**config.mk**
```make
export PLATFORM = sky130hd
export DESIGN_NAME = afl_lane
export DESIGN_NICKNAME = d
export VERILOG_FILES = /design/src/rtl/afl_pkg.sv /design/src/rtl/afl_lane.sv
export SDC_FILE = /design/constraint.sdc
export NUM_CORES = 2
export LEC_CHECK = 0
export CORE_MARGIN = 1
export CORE_UTILIZATION = 32
export CTS_BUF_LIST = sky130_fd_sc_hd__clkbuf_4
export CTS_CLUSTER_SIZE = 30
export DETAILED_ROUTE_END_ITERATION = 10
export DONT_BUFFER_PORTS = 1
export HOLD_SLACK_MARGIN = 0.06
export SYNTH_ARGS = -nofsm -noshare
export SYNTH_HDL_FRONTEND = slang
export SYNTH_SLANG_ARGS = --single-unit
```
**constraint.sdc**
```tcl
create_clock -name clk -period 13.3 [get_ports clk]
set_input_delay 0.665 -clock clk [delete_from_list [all_inputs] [get_ports clk]]
set_output_delay 0.665 -clock clk [all_outputs]
set_load 0.1 [all_outputs]
```
**src/rtl/afl_pkg.sv**
```systemverilog
package afl_pkg;

  localparam int OUT_W       = 22;
  localparam int NUM_AXES    = 3;
  localparam int COEF_W      = 15;
  localparam int HALF_TAPS   = 11;
  localparam int STAGES      = 4;
  localparam int ROUND_SHIFT = 14;
  localparam int OUT_MAX     = 2097151;
  localparam int OUT_MIN     = -2097152;

  typedef logic signed [OUT_W-1:0] val_t;
  typedef logic [COEF_W-1:0]       coef_t;

  // Q0.18 half of the symmetric low-pass, outer tap first, centre last
  localparam coef_t COEF_HALF [HALF_TAPS] = '{
    15'd8607,  15'd8677,  15'd10029, 15'd11320, 15'd12781, 15'd13330,
    15'd13464, 15'd13946, 15'd15278, 15'd15612, 15'd16039
  };

  // per-item control travelling alongside the datapath
  typedef struct packed {
    logic valid;
    logic start;
    logic keep;
    logic last;
  } flag_t;

  typedef struct packed {
    logic              accept;
    logic              start;
    logic [STAGES-1:0] en;
  } lane_ctl_t;

  function automatic coef_t tap_coef(input int idx);
    int i;
    i = idx;
    if (i < 0) i = 0;
    if (i > HALF_TAPS - 1) i = HALF_TAPS - 1;
    return COEF_HALF[i];
  endfunction

endpackage

```
**src/rtl/afl_lane.sv**
```systemverilog
module afl_lane #(
  parameter int TAP_COUNT   = 21,
  parameter int SAMPLE_BITS = 16
) (
  input  logic                          clk,
  input  logic                          rst_n,
  input  afl_pkg::lane_ctl_t            ctl,
  input  logic signed [SAMPLE_BITS-1:0] sample,
  output afl_pkg::val_t                 filt
);
  import afl_pkg::*;

  localparam int NPAIR   = (TAP_COUNT + 1) / 2;
  localparam int PAIR_W  = SAMPLE_BITS + 1;
  localparam int PROD_W  = PAIR_W + COEF_W + 1;
  localparam int ACC_W   = PROD_W + $clog2(NPAIR);
  localparam int ROUND_W = ACC_W - ROUND_SHIFT;
  localparam int FW      = (ROUND_W > OUT_W + 1) ? ROUND_W : OUT_W + 1;
  localparam logic signed [ACC_W-1:0] HALF_LSB = ACC_W'(2 ** (ROUND_SHIFT - 1));
  localparam logic signed [FW-1:0]    F_MAX    = FW'(OUT_MAX);
  localparam logic signed [FW-1:0]    F_MIN    = FW'(OUT_MIN);

  logic signed [SAMPLE_BITS-1:0] hist_r   [TAP_COUNT-1];
  logic signed [SAMPLE_BITS-1:0] wnd_r    [TAP_COUNT];
  logic signed [SAMPLE_BITS-1:0] wnd_nxt  [TAP_COUNT];
  logic signed [PROD_W-1:0]      prod_r   [NPAIR];
  logic signed [PROD_W-1:0]      prod_nxt [NPAIR];
  logic signed [ACC_W-1:0]       acc_r;
  logic signed [ACC_W-1:0]       acc_nxt;
  logic signed [ACC_W-1:0]       rnd;
  logic signed [ROUND_W-1:0]     quo;
  logic signed [FW-1:0]          ext;
  val_t                          filt_r;
  val_t                          filt_nxt;

  // tap window: the new sample plus history, history dropped on a start mark
  always_comb begin
    wnd_nxt[0] = sample;
    for (int k = 1; k < TAP_COUNT; k++) begin
      wnd_nxt[k] = ctl.start ? '0 : hist_r[k-1];
    end
  end

  always_ff @(posedge clk) begin
    if (!rst_n) begin
      for (int k = 0; k < TAP_COUNT - 1; k++) hist_r[k] <= '0;
    end else if (ctl.accept) begin
      for (int k = 0; k < TAP_COUNT - 1; k++) hist_r[k] <= wnd_nxt[k];
    end
  end

  always_ff @(posedge clk) begin
    if (ctl.en[0]) wnd_r <= wnd_nxt;
  end

  // fold the symmetric pairs, one constant multiply per pair
  always_comb begin
    logic signed [PAIR_W-1:0] pair;
    for (int i = 0; i < NPAIR; i++) begin
      if (i == TAP_COUNT - 1 - i) begin
        pair = PAIR_W'(wnd_r[i]);
      end else begin
        pair = PAIR_W'(wnd_r[i]) + PAIR_W'(wnd_r[TAP_COUNT-1-i]);
      end
      prod_nxt[i] = PROD_W'(pair) * PROD_W'($signed({1'b0, tap_coef(i)}));
    end
  end

  always_ff @(posedge clk) begin
    if (ctl.en[1]) prod_r <= prod_nxt;
  end

  always_comb begin
    acc_nxt = '0;
    for (int i = 0; i < NPAIR; i++) acc_nxt = acc_nxt + ACC_W'(prod_r[i]);
  end

  always_ff @(posedge clk) begin
    if (ctl.en[2]) acc_r <= acc_nxt;
  end

  // round half up to 1/16 sample, then clamp to the output range
  always_comb begin
    rnd = acc_r + HALF_LSB;
    quo = rnd[ACC_W-1:ROUND_SHIFT];
    ext = FW'(quo);
    if (ext > F_MAX)      filt_nxt = val_t'(OUT_MAX);
    else if (ext < F_MIN) filt_nxt = val_t'(OUT_MIN);
    else                  filt_nxt = ext[OUT_W-1:0];
  end

  always_ff @(posedge clk) begin
    if (ctl.en[3]) filt_r <= filt_nxt;
  end

  assign filt = filt_r;

endmodule

```
Yosys cells after proc, flatten, opt, wreduce, memory -nomap -nowiden
Memory sizes are Yosys's and may differ from the RTL's. A register that Yosys moved wholly into a read port is not among the register bits.
Index checks and enable logic that the tools add are counted.
{"block": "word_totals", "register_bits": 719, "mem_bits_rw": 320, "inputBits": 24, "output_inout_bits": 22, "elab_cells": 132, "memories": 1}
{"name": "hist_r", "depth": 20, "width": 16, "read_ports": 20, "rd_clocked_by_memory_dff": 1, "write_ports": 20, "line_no": "afl_lane.sv:23", "source": "logic signed [SAMPLE_BITS-1:0] hist_r [TAP_COUNT-1];"}
{"block": "op_classes", "add_sub_neg": 21, "mul": 11, "order_cmp": 2, "muxes": 44, "bitwise_logic": 20}
{"op": "2-to-1 mux 16 bit", "count": 39}
{"op": "adder 16 x 16 -> 17 bit", "count": 10}
{"op": "adder 37 x 32 -> 37 bit", "count": 4}
{"op": "multiplier 17 x 15 -> 32 bit (second input constant)", "count": 4}
{"op": "multiplier 17 x 14 -> 31 bit (second input constant)", "count": 3}
{"op": "multiplier 17 x 12 -> 29 bit (second input constant)", "count": 2}
{"op": "adder 36 x 32 -> 37 bit", "count": 1}
{"op": "adder 37 x 15 -> 37 bit (second input constant)", "count": 1}
{"op": "adder 37 x 31 -> 37 bit", "count": 1}
{"op": "adder 35 x 32 -> 36 bit", "count": 1}
{"op": "adder 34 x 32 -> 35 bit", "count": 1}
{"op": "adder 33 x 32 -> 34 bit", "count": 1}
{"op": "adder 32 x 32 -> 33 bit", "count": 1}
{"op": "multiplier 16 x 15 -> 31 bit (second input constant)", "count": 1}
{"op": "multiplier 17 x 13 -> 30 bit (second input constant)", "count": 1}
{"op": "greater-than comparator 23 x 22 -> 1 bit (second input constant)", "count": 1}
{"op": "less-than comparator 23 x 22 -> 1 bit (second input constant)", "count": 1}
{"op": "2-to-1 mux 22 bit", "count": 1}
{"op": "bitwise OR 1 bit", "count": 20}
{"op": "2-to-1 mux 1 bit", "count": 4}

Depth between registers and ports, before layout
{"block": "depth", "ltp_word": 10, "depth_mapped": 36}

Worst setup path before layout
OpenSTA, ideal clock, no wires.
{"block": "synth_timing", "path_kind": "input -> register", "start": "input ctl[5] (netlist bit)", "end": "memory hist_r[0][0] (enable)", "setup_ps": 741, "arrival_time_ps": 8860, "t_required_ps": 12559, "slack_ps": 3699, "path_stages": 3, "path_buffers": 2, "cell_sequence": "clkbuf_1 clkbuf_1 nand2b_1"}
{"item": "start, declared", "line_no": "afl_lane.sv:7", "source": "input afl_pkg::lane_ctl_t ctl,"}
{"item": "end, declared", "line_no": "afl_lane.sv:23"}

==> results by stage <==
Outcome:
- The run finished with clean final reports.

Synth:
- Counting flops with a built-in enable in the synthesized netlist gives around 1000.
- By area the synthesized netlist is led by edfxtp_1 (31%), fa_1 (25%), ha_1 (16%).
- The number of nets produced by synthesis is approximately 12000.
- The sequential element share of the synthesized area is 0.308.
- The share of synthesized area in the top cell type comes to 0.308.
- The largest total area in the synthesized netlist belongs to edfxtp_1.
- The dominant synthesized flop cell is edfxtp_1.
- The count of unique library cells instantiated by Yosys is a little over 90.
- Synthesis produced a netlist whose cell count is between 8000 and 9000.
- During synthesis, Yosys emitted a total of 0 warnings.
- The fraction of registers with async set/reset is 0.
- The synthesized cell area is roughly 100000 um2.
- The synthesis-stage register bit count is 1042.
- A synthesized cell averages between 10 and 15 um2.

Clock tree:
- The clock network latency to the later pin of the worst-skew pair is between 1 and 1.5 ns.
- TritonCTS built the clock tree.
- The number of hold buffers added after CTS was 44.
- Once the clock tree was built, the resizer swapped 0 gates to a different size.
- The H-tree depth is 5.
- The number of buffers on the longest clock path is 4.
- The clock slew seen by the registers of the worst setup and hold paths is 0.09 ns.
- The number of sinks handled by clock tree synthesis is between 1000 and 1500.
- In this run the post-CTS setup repair buffer count came out at 0.
- Clock tree synthesis selected as its root buffer the cell clkbuf_4.
- The number of buffers created by CTS is ~310.

Timing:
- In this run the tightest slew margin relative to its limit is 0.172.
- The count of final max-slew check failures is 0.
- Setup repair after global routing left no endpoint under its margin.
- The achievable clock frequency is 104 MHz.
- The post-route setup TNS is 0 ns.
- The final count of hold timing violations is 0.
- The total of endpoints with negative setup slack in the final report is 0.
- The pin slew with the least headroom to its limit is between 1 and 1.5 ns.
- The final cycle utilization of the critical path is 0.720.
- For the finished layout, the period the worst path requires is 9.58 ns.
- The maximum clock skew at final layout is approximately 0.14 ns.

Setup path:
- The cell seen most often among critical-path stages is fa_1.
- The setup check on the worst reg-to-reg path leaves a slack of 3.72 ns.
- In this run the worst path has a maximum fanout of 16.
- In this design, the stage delay of the slowest critical-path cell is between 0.8 and 0.9 ns.
- STA puts the critical path data arrival time at about 11 ns.
- Together, buffers and inverters on the worst path number 6.
- The category of the most critical setup path is flop to flop.
- Data on the critical path is required at its endpoint by between 10 and 15 ns.
- The reg-to-reg endpoint is prod_r[229]$_DFFE_PP_.
- The depth of the most critical reg-to-reg path is 35.
- The instance count on the critical path is 35.
- The kind of end point of the critical path is a flop.
- The startpoint identified for the worst register-to-register timing path is wnd_r[64]$_DFFE_PP_.
- The worst setup path is launched from a flop.
- The cell class contributing the biggest share of worst-path delay is adder cells.
- The slowest cell on the critical path is a31oi_2.

GRT:
- The first-pass GRT wire length is roughly 400000 um.
- Entering global routing, the biggest net connects roughly 340 pins.
- The met1 track demand over resource in global routing is 0.223.
- The most congested layer reported by global routing is met2.
- Across every metal layer, demand over resource in global routing totals 0.166.
- The via count of the first global-routing pass was a little under 70000.
- In the global route stage, met2 resource usage came out at 0.274.
- The initial antenna violation count is 21.
- The sum of overflow across all layers after global routing is 0.
- For this run, global-route usage on met3 was measured as 0.0244.

Placement:
- The HPWL after detailed placement is about 210000 um.
- The number of I/O port buffers is 0.
- The congestion estimate from routability-driven global placement came to between 0.9 and 1.

Detailed routing:
- The length of the first detailed-routing pass in iterations is 5.
- The post-route antenna net violation count is 0.
- In the final routed layout, each cell accounts on average for 19.3 um.
- In the routed design, unresolved DRC markers number 0.
- The routed via count divided by cell count is ~4.7.
- The routed layout has approximately 64000 vias.
- For this block, the initial DRC count from the detailed router was approximately 4100.
- The total wire length after detailed routing is 262000 um.

Finish:
- The fill cell instance count of the final layout is 31283.
- For this run, the post-layout net count is 11797.
- The signed area change from the synthesized netlist to the final layout is 9.17%.
- The share of post-route cells with drive strength above 1 is 0.0614.

Die:
- The effective utilization at floorplan is 0.322.
- The vertical die dimension is 566 um.
- During I/O placement, the number of pins put on the boundary was between 40 and 50.
- The site row count is between 200 and 250.
- The placeable core region is between 300000 and 400000 um2.
- The die outline area is between 300000 and 400000 um2.
- The die is about 570 um wide.

Hold path:
- Counting instances, the worst hold path has a depth of 2.
- The launch instance of the worst min-delay path is ctl[5].
- For hold timing, the worst endpoint is hist_r[15][1]$_SDFFCE_PN0P_.
- The kind of path behind the tightest hold check is input port to flop.

Run:
- Across the run, the number of max-cap violations was 0.
## logic make-up (layout without fill, tap and decap cells)
kind of cell | count (synthesis) | in the layout | share of synthesized area
adder cells (fa/ha/maj) | 2580 | 2580 | 0.412
buffers and inverters | 2128 | 2581 | 0.0786
AND/OR/NAND/NOR | 1511 | 1511 | 0.0811
AO/OA/AOI/OAI | 1075 | 1075 | 0.0688
flip-flops | 1042 | 1042 | 0.308
XOR/XNOR | 567 | 567 | 0.0489
multiplexers | 22 | 22 | 0.00242
other | 2 | 8 | 0.0000739
## how the worst max path moves through the flow
stage                             start                          to  slack, ns
finish              wnd_r[64]$_DFFE_PP_       prod_r[229]$_DFFE_PP_       3.72
global route        wnd_r[64]$_DFFE_PP_       prod_r[229]$_DFFE_PP_       3.01
CTS                 wnd_r[64]$_DFFE_PP_       prod_r[229]$_DFFE_PP_       3.67
detailed placement  wnd_r[64]$_DFFE_PP_       prod_r[229]$_DFFE_PP_       3.68
global placement    wnd_r[64]$_DFFE_PP_       prod_r[229]$_DFFE_PP_       3.75
floorplan                        ctl[5]  hist_r[0][0]$_SDFFCE_PN0P_       3.70
## metal layers
layer,vias to the layer above,wire length (um)
met1,32171,119000
met5,-,27
met4,4,8160
met2,1415,122000
met3,357,13000
li1,29971,-
## placed cells by master (no fill, tap or decap), types with 81 or more instances in the layout
cell	n
nor2_1	258
inv_1	1992
edfxtp_1	1042
nor2b_1	366
xor2_1	147
o21ai_0	195
ha_1	1297
nand3_1	81
a21oi_1	319
a21o_1	171
fa_1	1282
clkbuf_4	413
xnor2_1	419
nand2_1	175
and3_1	319
## cell usage after synthesis (all sizes together) (77+ instances only)
cell type and number:
inv 1994, ha 1297, fa 1282, edfxtp 1042
xnor2 420, nor2b 366, a21oi 324, and3 320
nor2 258, o21ai 205, nand2 175, a21o 172
xor2 147, clkbuf 130, nand3 81, nor3 77
## final cells by class
cell class / instances / area [um2] / share of cell area
multi-input cells: 5757 / 62400 / 0.562
flip-flops and latches: 1042 / 31300 / 0.282
inverters: 1995 / 7490 / 0.0675
well taps: 4160 / 5200 / 0.0469
clock buffers: 413 / 3100 / 0.0279
repair buffers: 86 / 968 / 0.00873
clock inverters: 87 / 490 / 0.00442
diodes: 6 / 15.0 / 0.000135
## stage by stage
| step | area [um2] | instances | hold slack [ns] | worst slack [ns] | utilization |
|---|---|---|---|---|---|
| finish | 111000 | 13546 | 0.184 | 3.72 | 0.352 |
| global route | 111000 | 13544 | 0.156 | 3.01 | 0.352 |
| CTS | 111000 | 13532 | 0.0674 | 3.67 | 0.351 |
| detailed placement | 107000 | 12988 | 0.522 | 3.68 | 0.338 |
| global placement | 107000 | 12988 | 0.522 | 3.75 | 0.338 |
| floorplan | 102000 | 8927 | 0.509 | 3.70 | - |
## flip-flops by register name (all words and copies together), names as in the netlist
signal	count
prod_r	340
hist_r	320
wnd_r	336
acc_r	24
filt	22
Power is not shown: default switching activity piles up to over one toggle a cycle in this logic, so the estimate is an artifact.
