### config.mk
export PLATFORM = sky130hd
export DESIGN_NAME = afl_merge
export DESIGN_NICKNAME = d
export VERILOG_FILES = /design/src/rtl/afl_pkg.sv /design/src/rtl/afl_merge.sv
export SDC_FILE = /design/constraint.sdc
export NUM_CORES = 1
export LEC_CHECK = 0
export BUFFER_PORTS_ARGS = -buffer_cell sky130_fd_sc_hd__buf_2
export CAP_MARGIN = 15
export CORE_ASPECT_RATIO = 2
export CORE_MARGIN = 2
export CORE_UTILIZATION = 40
export CTS_CLUSTER_DIAMETER = 80
export DETAILED_ROUTE_END_ITERATION = 10
export PLACE_DENSITY = 0.63
export SLEW_MARGIN = 20
export SYNTH_ARGS = -nofsm -noshare
export SYNTH_HDL_FRONTEND = slang
export SYNTH_SLANG_ARGS = --single-unit
### constraint.sdc
create_clock -name clk -period 7.8 [get_ports clk]
set_input_delay 0.78 -clock clk [delete_from_list [all_inputs] [get_ports clk]]
set_output_delay 0.78 -clock clk [all_outputs]
set_load 0.01 [all_outputs]
### src/rtl/afl_pkg.sv
package afl_pkg;

  localparam int OUT_W       = 22;
  localparam int NUM_AXES    = 3;
  localparam int COEF_W      = 15;
  localparam int HALF_TAPS   = 11;
  localparam int STAGES      = 4;
  localparam int ROUND_SHIFT = 14;
  localparam int OUT_MAX     = 2097151;
  localparam int OUT_MIN     = -2097152;

  typedef logic signed [OUT_W-1:0] val_t;
  typedef logic [COEF_W-1:0]       coef_t;

  // Q0.18 half of the symmetric low-pass, outer tap first, centre last
  localparam coef_t COEF_HALF [HALF_TAPS] = '{
    15'd8607,  15'd8677,  15'd10029, 15'd11320, 15'd12781, 15'd13330,
    15'd13464, 15'd13946, 15'd15278, 15'd15612, 15'd16039
  };

  // per-item control travelling alongside the datapath
  typedef struct packed {
    logic valid;
    logic start;
    logic keep;
    logic last;
  } flag_t;

  typedef struct packed {
    logic              accept;
    logic              start;
    logic [STAGES-1:0] en;
  } lane_ctl_t;

  function automatic coef_t tap_coef(input int idx);
    int i;
    i = idx;
    if (i < 0) i = 0;
    if (i > HALF_TAPS - 1) i = HALF_TAPS - 1;
    return COEF_HALF[i];
  endfunction

endpackage

### src/rtl/afl_merge.sv
module afl_merge (
  input  logic            clk,
  input  logic            rst_n,
  input  afl_pkg::flag_t  item,
  input  afl_pkg::val_t   filt [afl_pkg::NUM_AXES],
  input  logic            out_ready,
  output logic            ready,
  output logic            out_valid,
  output afl_pkg::val_t   out_val [afl_pkg::NUM_AXES],
  output logic            out_last
);
  import afl_pkg::*;

  localparam int BW = OUT_W + 2;
  localparam logic signed [BW-1:0] B_MAX = BW'(OUT_MAX);
  localparam logic signed [BW-1:0] B_MIN = BW'(OUT_MIN);

  logic  out_valid_r;
  logic  anchor_valid_r;
  logic  out_last_r;
  val_t  anchor_r  [NUM_AXES];
  val_t  out_val_r [NUM_AXES];
  val_t  out_nxt   [NUM_AXES];
  logic  load;

  assign ready = !out_valid_r || out_ready;
  assign load  = ready && item.valid && item.keep;

  // the first kept value is its own anchor, so it passes through unchanged
  always_comb begin
    val_t              base;
    logic signed [BW-1:0] boost;
    for (int a = 0; a < NUM_AXES; a++) begin
      base  = anchor_valid_r ? anchor_r[a] : filt[a];
      boost = (BW'(filt[a]) <<< 1) - BW'(base);
      if (boost > B_MAX)      out_nxt[a] = val_t'(OUT_MAX);
      else if (boost < B_MIN) out_nxt[a] = val_t'(OUT_MIN);
      else                    out_nxt[a] = boost[OUT_W-1:0];
    end
  end

  always_ff @(posedge clk) begin
    if (!rst_n) begin
      out_valid_r    <= 1'b0;
      anchor_valid_r <= 1'b0;
    end else begin
      if (ready) out_valid_r <= item.valid && item.keep;
      if (ready && item.valid && item.start) anchor_valid_r <= 1'b0;
      else if (load)                         anchor_valid_r <= 1'b1;
    end
  end

  always_ff @(posedge clk) begin
    if (load) begin
      out_val_r  <= out_nxt;
      out_last_r <= item.last;
      if (!anchor_valid_r) anchor_r <= filt;
    end
  end

  assign out_valid = out_valid_r;
  assign out_val   = out_val_r;
  assign out_last  = out_last_r;

endmodule
# Word level (Yosys, flattened, before mapping)
# Cells that the tools add are included.
[totals]
ff_bits = 135
inputBits = 73
out_inout_bits = 69
wordCells = 34
[classes]
addsub = 3
n_lt_le_gt_ge = 6
muxes = 6
bitwise = 2
n_reduce_logical = 8
[op_table]
columns = ["op", "n"]
rows = [
  ["2-to-1 mux 22 bit", 6],
  ["greater-than comparator 24 x 22 -> 1 bit, second input constant", 3],
  ["< comparator 24 x 22 -> 1 bit, second input constant", 3],
  ["subtractor 23 x 22 -> 24 bit", 3],
  ["logical AND 1 bit", 4],
  ["inverter 1 bit", 2],
  ["AND reduction 2 bit", 1],
  ["OR reduction 2 bit", 1],
  ["zero test 1 bit", 1],
  ["logical OR 1 bit", 1],
]

# Depth between registers and ports, before layout
# Gate-level depths: netlist of the first run.
[logic_depth]
word_depth = 5
ltp_mapped = 15
mapped_depth_nobuf = 11

# Least setup slack after synthesis of the first run
# OpenSTA, ideal clock, no wires.
[synth_timing]
path_kind = "in2reg"
start = "input port out_ready"
end = "register anchor_r[0] (netlist bit), enable pin"
setup_time_ns = 0.490
arrival_ns = 3.871
required_ns = 7.310
path_slack_ns = 3.438
cell_stages = 3
n_path_buf = 0
path_cell_list = "nand2b_1 > nand3_1 > nor2_1"
[synth_between]
elab_chain_len = 4
[synth_lines]
columns = ["element", "line_no", "rtl"]
rows = [
  ["from (decl)", "afl_merge.sv:6", "input logic out_ready,"],
  ["logical OR 1 bit", "afl_merge.sv:26", "assign ready = !out_valid_r || out_ready;"],
  ["logical AND 1 bit (2 in series)", "afl_merge.sv:27", "assign load = ready && item.valid && item.keep;"],
  ["AND reduction 2 bit (no line)", "--", ""],
  ["to (signal assigned)", "afl_merge.sv:57", "if (!anchor_valid_r) anchor_r <= filt;"],
  ["to (decl)", "afl_merge.sv:21", "val_t anchor_r [NUM_AXES];"],
]
# No other way between the ends.
# A chain may end at the register's enable or synchronous reset.

# Worst setup path in the final report of the first run
[layout_timing]
start = "register anchor_valid_r"
end = "register out_val_r, in the netlist out_val[56], data pin"
[layout_between]
elab_chain_len = 4
word_cells_on_any_way = 5
cone_classes = "add/sub: 1; order compare: 2; mux: 2"
[layout_lines]
columns = ["element", "line_no", "rtl"]
rows = [
  ["from (decl)", "afl_merge.sv:19", "logic anchor_valid_r;"],
  ["from (signal assigned)", "afl_merge.sv:45", "anchor_valid_r <= 1'b0;"],
  ["from (signal assigned)", "afl_merge.sv:48", "if (ready && item.valid && item.start) anchor_valid_r <= 1'b0;"],
  ["from (signal assigned)", "afl_merge.sv:49", "else if (load) anchor_valid_r <= 1'b1;"],
  ["2-to-1 mux 22 bit *", "afl_merge.sv:34", "base = anchor_valid_r ? anchor_r[a] : filt[a];"],
  ["subtractor 23 x 22 -> 24 bit *", "afl_merge.sv:35", "boost = (BW'(filt[a]) <<< 1) - BW'(base);"],
  ["< comparator 24 x 22 -> 1 bit", "afl_merge.sv:37", "else if (boost < B_MIN) out_nxt[a] = val_t'(OUT_MIN);"],
  ["2-to-1 mux 22 bit", "afl_merge.sv:37", ""],
  ["to (signal assigned)", "afl_merge.sv:55", "out_val_r <= out_nxt;"],
  ["to (decl)", "afl_merge.sv:22", "val_t out_val_r [NUM_AXES];"],
]
# Mark *: on every way between the ends. The rest lies on a longest branch, timed or not.

==> results.rst, run 1 <==
.. list-table::
   :header-rows: 1

   * - Metric
     - Value
   * - Post-CTS resize count
     - 0
   * - Crit-path cells
     - buf_4, mux2_4, inv_1, fa_1, a21oi_4, o211ai_4, a2111oi_4, nor3_1, a21oi_1, a211oi_2, o21ai_1, buf_4, o21ai_0
   * - Buffer levels on the longest clock path
     - 2
   * - RSZ-0062 raised after global routing
     - false
   * - Setup crit start kind
     - flip-flop
   * - Port Buf Inserts
     - 141
   * - Routability congestion estimate
     - 0.899
   * - Clock buffer count from CTS
     - 17
   * - Share of async-settable or async-resettable flops after synthesis
     - 0%
   * - Clk slew on worst S/H paths
     - 0.06 ns
   * - Synth top area share
     - between 40% and 50%
   * - Clock Skews
     - roughly 0.012 ns
   * - Number of synthesized flops with an enable pin
     - 133
   * - Arrival time reported for the critical path endpoint
     - about 4.7 ns
   * - DRC violation count after routing
     - 0
   * - Critical path's largest stage delay
     - 0.73 ns
   * - Number of antenna diodes
     - 0
   * - Die height
     - 214 µm
   * - First-iteration detailed-routing DRC count
     - 332
   * - Cell type with the largest total area after synthesis
     - edfxtp_1
   * - Largest net degree at the start of global routing
     - 69
   * - Leading cell type by number of instances after synthesis
     - edfxtp_1
   * - Crit Path Max Fanout
     - 37
   * - Total negative slack
     - 0 ns
   * - Routed wl met2
     - between 10 and 15 mm
   * - Post-cts hold buffer count
     - 0
   * - Net count of the mapped netlist
     - 935
   * - Biggest area contributors in the synthesized netlist
     - edfxtp_1 45%, ha_1 9.8%, mux2i_1 7.1%, a21oi_1 4.7%, xnor2_1 3.7%
   * - Most used flip-flop cell after synthesis
     - edfxtp_1
   * - Maximum achievable frequency
     - 0.218 GHz
   * - Endpoint required time on the critical path
     - 7.95 ns
   * - Via count of the first global-routing pass
     - roughly 6800
   * - Max-capacitance violation count
     - 0
   * - Combined global-route utilization of all metal layers
     - 19.1%
   * - Total Wirelength
     - 21.4 mm
   * - Top routing layer in use
     - met4
   * - Number of hold violations in the final report
     - 0
   * - Count of pins over their slew limit
     - 0
   * - Root Driver
     - clkbuf_16
   * - Antenna violations before repair
     - 0
   * - Critical path type
     - flip-flop to flip-flop
   * - Width of the chip
     - 109 µm
   * - WP buf/inv
     - 3
   * - Share of the clock period used by the worst path after layout
     - 58.8%
   * - CP Capture Type
     - flip-flop
   * - Final antenna-violating net count
     - 0
   * - Rel. slew slack
     - 27.9%
   * - Wire length of the first global-routing pass
     - between 30 and 40 mm
   * - Peak supply drop
     - between 0.0001 and 0.00015 V
   * - Cell with the largest stage delay on the worst path
     - dfxtp_4
   * - Drt first pass iters
     - 4
   * - Met3 wire len
     - 786 µm
   * - Area inside the core boundary
     - 22000 µm²
   * - Half-perimeter wire length after detailed placement
     - 16.2 mm
   * - Total clock sinks
     - 135
   * - Setup repair bufs after CTS
     - 0
   * - Cells after synthesis
     - 790
   * - Fraction of final layout cells sized beyond drive strength 1
     - 21.8%
   * - Number of H-tree levels
     - 4
   * - Filler cells
     - approximately 2100
   * - Clock period minus final worst setup slack
     - 4.59 ns
   * - Type of the worst min-delay path
     - primary input to flip-flop
   * - Sum of routed wire segments on met1
     - 7.69 mm
   * - Total power
     - 0.00243 W
   * - Part of the Yosys area used for sequential elements
     - 45.6%
   * - Outcome
     - finished clean
   * - YS warnings
     - 0
   * - Final-stage net count
     - 1071
   * - Post-synthesis cell area
     - roughly 9000 µm²
   * - Worst-Skew Late Latency
     - 0.43 ns
   * - Overflow after GRT
     - 0
   * - Leak
     - 4.09 nW
   * - Row cnt
     - 77
   * - Slew of the pin with the lowest slew margin
     - 1.08 ns
   * - Die outline area
     - between 20000 and 25000 µm²
   * - PD cells
     - 234 nW/µm²
   * - I/O pin total
     - 142
   * - Average routed wire per standard cell
     - about 18 µm
   * - Clock tree from TritonCTS
     - done
   * - Most used cell, CP
     - buf_4
   * - Most instantiated cells after synthesis
     - 133 x edfxtp_1, 84 x a21oi_1, 69 x ha_1
   * - Total number of vias
     - ~6700
   * - Post-synth cell types
     - a little under 70
   * - Starting utilization of the core area
     - between 40% and 50%
   * - Mean instance size in the synthesized netlist
     - 11.2 µm²
   * - Vias per Instance
     - 5.52
   * - Final setup fails
     - 0
   * - Dominant delay contributor by cell family on the critical path
     - compound AO/OA/AOI/OAI gates
   * - Count of state elements after synthesis
     - 135
   * - Area Overhead vs Synth
     - 17.8%
-- worst paths after layout --
kind	start	to	slack, ns	cells past startpoint
worst min-delay path	item[0]	out_last$_DFFE_PP_	0.53	1
worst max-delay path	anchor_valid_r$_SDFFE_PP0P_	out_val[56]$_SDFFCE_PN1P_	3.21	13
worst max register to register	anchor_valid_r$_SDFFE_PP0P_	out_val[56]$_SDFFCE_PN1P_	3.21	13
worst min register to register	out_valid$_SDFFE_PN0N_	out_valid$_SDFFE_PN0N_	0.56	2
-- worst register-to-register path, stage by stage, from the launching register on --
cell and delay (ns):
dfxtp_4 0.73, buf_4 0.66, mux2_4 0.34, inv_1 0.06
fa_1 0.44, a21oi_4 0.21, o211ai_4 0.13, a2111oi_4 0.43
nor3_1 0.13, a21oi_1 0.20, a211oi_2 0.08, o21ai_1 0.51
buf_4 0.28, o21ai_0 0.10
-- cell type report --
type / instances / area (µm²) / share of cell area [%]
Timing Repair Buffer: 148 / 758 / 7.27
Tap cell: 276 / 345 / 3.31
Sequential cell: 135 / 4040 / 38.7
Clock buffer: 18 / 429 / 4.12
Inverter: 21 / 78.8 / 0.756
Clock inverter: 14 / 178 / 1.70
Multi-Input combinational cell: 603 / 4600 / 44.1
-- layer usage --
metal  vias to the layer above  global-route usage, %
li1                       3305                      -
met5                         -                      0
met3                        36                   4.38
met2                       153                   36.7
met4                         0                   8.02
met1                      3211                   18.6
-- power by group --
| group | switching (W) | total [W] | internal, W |
|---|---|---|---|
| Sequential | 0.0000203 | 0.000915 | 0.000895 |
| Combinational | 0.000409 | 0.000694 | 0.000285 |
| Clock | 0.000321 | 0.000825 | 0.000504 |
| Total | 0.000750 | 0.00243 | 0.00168 |
-- through the flow --
step	setup slack, ns	utilization, %	area (µm²)	std cells	hold WS [ns]
final	3.21	47.5	10400	1215	0.529
after global placement	3.31	44.7	9820	1183	0.539
after detailed placement	3.18	44.7	9820	1183	0.562
after global routing	2.83	47.5	10400	1215	0.502
after CTS	3.17	47.5	10400	1215	0.500
after floorplan	3.44	-	8850	790	0.628
-- cells in the final DEF (no fill, tap or decap), drive strengths merged, types with 5 or more instances in the layout --
master / netlist / final
a211oi: 7 / 7
a21o: 37 / 37
a21oi: 88 / 88
a31oi: 17 / 17
and3: 6 / 6
buf: 16 / 148
clkbuf: 15 / 18
clkinv: 0 / 7
edfxtp: 133 / 133
ha: 69 / 69
inv: 21 / 22
mux2i: 63 / 63
nand2: 47 / 47
nand2b: 7 / 7
nand3: 16 / 16
nand4: 9 / 9
nor2: 27 / 27
nor2b: 5 / 5
nor3: 9 / 9
o211ai: 9 / 9
o21a: 18 / 18
o21ai: 49 / 49
o21bai: 6 / 6
o31ai: 5 / 5
xnor2: 37 / 37
xor2: 20 / 20
-- state kept, by name (all words and copies together), names as in the netlist --
name and count:
out_last 1, anchor_r 66, out_val 66, anchor_valid_r 1, out_valid 1
-- cells by family after synthesis --
family	share of synthesized area, %
AO/OA/AOI/OAI	20.1
AND/OR/NAND/NOR	7.97
flip-flops	45.6
adder cells (fa/ha/maj)	10.4
multiplexers	7.76
XOR/XNOR	5.64
buffers and inverters	2.57
Note: power is estimated with default switching activity, not from simulation.
==> run 2, diff against run 1 <==
Clock period 7.8 ns to 4.8 ns, I/O delays scaled along.
==> run 2 against run 1 <==
Net effect:
- clock power up 44%
- cell area down 0.55%
- global-route usage up 0.28 points
- cell count up 0.16%
- via count about the same
- hold slack worse by 0.30 ns
- combinational power up 63%
- die area unchanged
- worst setup slack worse by 2.5 ns
- sequential cell count unchanged
==> results.rst, run 2 (same netlist as run 1, synthesis figures left out) <==
.. list-table::
   :header-rows: 1

   * - Metric
     - Value
   * - Outcome
     - finished clean (unchanged)
   * - Type of the worst min-delay path
     - primary input to flip-flop (unchanged)
   * - Final setup fails
     - 0 (unchanged)
   * - Maximum achievable frequency
     - 0.242 GHz (was 0.218 GHz)
   * - Post-CTS resize count
     - 0 (unchanged)
   * - RSZ-0062 raised after global routing
     - false (unchanged)
   * - Total clock sinks
     - 135 (unchanged)
   * - Endpoint of the worst hold path
     - out_last$_DFFE_PP_ (unchanged)
   * - Row cnt
     - 77 (unchanged)
   * - Clock buffer count from CTS
     - 17 (unchanged)
   * - Die outline area
     - 23400 µm² (unchanged)
   * - CP Capture Type
     - flip-flop (unchanged)
   * - Dominant delay contributor by cell family on the critical path
     - compound AO/OA/AOI/OAI gates (unchanged)
   * - Slew of the pin with the lowest slew margin
     - 0.916 ns (was 1.08 ns)
   * - Final antenna-violating net count
     - 0 (unchanged)
   * - DRC violation count after routing
     - 0 (unchanged)
   * - Starting utilization of the core area
     - 40.3% (unchanged)
   * - Setup crit start kind
     - flip-flop (unchanged)
   * - Commonest cells after routing, fill and taps aside
     - 141 x buf_2, 133 x edfxtp_1, 84 x a21oi_1, 69 x ha_1, 63 x mux2i_1 (unchanged)
   * - Total negative slack
     - 0 ns (unchanged)
   * - Number of antenna diodes
     - 0 (unchanged)
   * - Final-stage net count
     - 1073 (was 1071)
   * - Port Buf Inserts
     - 141 (unchanged)
   * - PD cells
     - 367 nW/µm² (was 234 nW/µm²)
   * - Post-route core utilization
     - 47.2% (was 47.5%)
   * - Final instance area
     - 10400 µm² (about the same)
   * - Leak
     - 4.06 nW (was 4.09 nW)
   * - Crit-path cells
     - buf_12, mux2i_1, ha_1, a21o_1, a21o_1, a221oi_1, nand2_1, a21oi_1, a211oi_2, a21oi_2, o21ai_0 (was buf_4, mux2_4, inv_1, fa_1, a21oi_4, o211ai_4, a2111oi_4, nor3_1, a21oi_1, a211oi_2, o21ai_1, buf_4, o21ai_0)
   * - Clock tree from TritonCTS
     - done (unchanged)
   * - Largest net degree at the start of global routing
     - 67 (was 69)
   * - Routability congestion estimate
     - 0.879 (was 0.899)
   * - Critical path type
     - flip-flop to flip-flop (unchanged)
   * - Setup repair bufs after CTS
     - 0 (unchanged)
   * - Clock period minus final worst setup slack
     - 4.13 ns (was 4.59 ns)
   * - Worst reg2reg path endpoint
     - out_val[55]$_SDFFCE_PN1P_ (was out_val[56]$_SDFFCE_PN1P_)
   * - Rel. slew slack
     - 38.9% (was 27.9%)
   * - Endpoint required time on the critical path
     - 4.94 ns (was 7.95 ns)
   * - Post-Route Hold Slack
     - 0.225 ns (was 0.529 ns)
   * - Fraction of final layout cells sized beyond drive strength 1
     - 21.3% (was 21.8%)
   * - Vias per Instance
     - 5.51 (was 5.52)
   * - Footprint of the multi-input gates
     - 4600 µm² (unchanged)
   * - Arrival time reported for the critical path endpoint
     - 4.27 ns (was 4.73 ns)
   * - Peak supply drop
     - 0.000201 V (was 0.000128 V)
   * - Number of hold violations in the final report
     - 0 (unchanged)
   * - Total Wirelength
     - 21.5 mm (was 21.4 mm)
   * - Post-cts hold buffer count
     - 0 (unchanged)
   * - WP buf/inv
     - 1 (was 3)
   * - Setup slack on the worst flop-to-flop path
     - 0.67 ns (was 3.21 ns)
   * - Worst min-delay path startpoint
     - item[0] (unchanged)
   * - Area Overhead vs Synth
     - 17.1% (was 17.8%)
   * - I/O pin total
     - 142 (unchanged)
   * - Combined global-route utilization of all metal layers
     - 19.3% (was 19.1%)
   * - Total number of vias
     - 6708 (was 6705)
   * - Startpoint of the worst register-to-register path
     - anchor_valid_r$_SDFFE_PP0P_ (unchanged)
   * - Clock Skews
     - 0.00602 ns (was 0.0124 ns)
   * - Clk slew on worst S/H paths
     - 0.06 ns (about the same)
   * - First-iteration detailed-routing DRC count
     - 290 (was 332)
   * - Root Driver
     - clkbuf_16 (unchanged)
   * - Half-perimeter wire length after detailed placement
     - 16.4 mm (was 16.2 mm)
   * - Die height
     - 214 µm (unchanged)
   * - Share of the clock period used by the worst path after layout
     - 86.1% (was 58.8%)
   * - Critical path's largest stage delay
     - 0.86 ns (was 0.73 ns)
   * - Cell depth of the worst flop-to-flop path
     - 11 (was 13)
   * - Most common library cell in the layout ignoring fill and taps
     - buf_2 (unchanged)
   * - Antenna violations before repair
     - 0 (unchanged)
   * - Wire length of the first global-routing pass
     - 34.7 mm (was 34.2 mm)
   * - Number of H-tree levels
     - 4 (unchanged)
   * - Area inside the core boundary
     - 22000 µm² (unchanged)
   * - Filler cells
     - 2124 (was 2085)
   * - Width of the chip
     - 109 µm (unchanged)
   * - Sequential cell area in the final layout
     - 4040 µm² (unchanged)
   * - Minimum setup slack in the final design
     - 0.669 ns (was 3.21 ns)
   * - Post-place instance area
     - 9850 µm² (was 9820 µm²)
   * - Dpl ws
     - 0.712 ns (was 3.18 ns)
   * - Drt first pass iters
     - 5 (was 4)
   * - Most used cell, CP
     - a21o_1 (was buf_4)
   * - Average routed wire per standard cell
     - 17.7 µm (was 17.6 µm)
   * - Buffer levels on the longest clock path
     - 2 (unchanged)
   * - Worst-Skew Late Latency
     - 0.44 ns (was 0.43 ns)
   * - Crit Path Max Fanout
     - 40 (was 37)
   * - Count of pins over their slew limit
     - 0 (unchanged)
   * - Overflow after GRT
     - 0 (unchanged)
   * - Via count of the first global-routing pass
     - 6941 (was 6832)
   * - Cell with the largest stage delay on the worst path
     - dfxtp_4 (unchanged)
   * - Min-Delay Path Depth
     - 1 (unchanged)
   * - Max-capacitance violation count
     - 0 (unchanged)
[run 2: cell types whose count changed in the layout (fill, tap and decap cells not counted)]
cell and change:
buf_12 +1, clkinv_4 -6, clkinv_1 +6, inv_6 -1, buf_4 +1, clkbuf_1 +1, bufinv_16 -2, clkinv_2 +2
[run 2: stage by stage]
| step | power (W) | cells |
|---|---|---|
| finish | 0.00381 | 1217 |
| global route | 0.00402 | 1217 |
| CTS | 0.00384 | 1217 |
| detailed placement | 0.00264 | 1185 |
| global placement | 0.00264 | 1185 |
| floorplan | 0.00233 | 790 |
[run 2: worst register-to-register path, delay by kind of cell (launching register included)]
family,cells,cell delay [ns]
compound gates,7,1.97
fa+ha+maj,1,0.36
buf+inv,1,0.30
flops,1,0.86
mux,1,0.26
simple gates,1,0.09
[run 2: per-layer routing]
| layer | up-vias | global-route usage, % | part of all wire (%) | wire length [µm] |
|---|---|---|---|---|
| met5 | - | 0 | 0 | 0 |
| met4 | 0 | 9.16 | 3.5 | 754 |
| met3 | 42 | 3.74 | 3.7 | 798 |
| met2 | 158 | 36.9 | 57 | 12300 |
| met1 | 3202 | 19.3 | 36 | 7680 |
| li1 | 3306 | - | - | - |
[run 2: final cells by class]
| class | instances | share of cell area, % |
|---|---|---|
| inverter | 21 | 0.760 |
| clock inverter | 13 | 0.857 |
| clock buffer | 19 | 4.18 |
| timing repair buffer | 150 | 7.58 |
| tap | 276 | 3.33 |
| sequential | 135 | 38.9 |
| multi-input combinational | 603 | 44.4 |
[run 2: worst max path at each step]
stage / start / to / depth (start not counted)
detailed placement: anchor_valid_r$_SDFFE_PP0P_ / out_val[54]$_SDFFCE_PN1P_ / 11
finish: anchor_valid_r$_SDFFE_PP0P_ / out_val[55]$_SDFFCE_PN1P_ / 11
global placement: anchor_valid_r$_SDFFE_PP0P_ / out_val[50]$_SDFFCE_PN1P_ / 11
CTS: anchor_valid_r$_SDFFE_PP0P_ / out_val[55]$_SDFFCE_PN1P_ / 11
floorplan: anchor_valid_r$_SDFFE_PP0P_ / anchor_r[0]$_DFFE_PP_ / 4
global route: anchor_valid_r$_SDFFE_PP0P_ / out_val[51]$_SDFFCE_PN1P_ / 11
[run 2: power breakdown]
group	internal [W]	switching, W	total, W	leakage (nW)
Sequential	0.00145	0.0000353	0.00149	1.25
Clock	0.000694	0.000492	0.00119	0.245
Combinational	0.000466	0.000664	0.00113	2.57
Total	0.00261	0.00119	0.00381	4.06
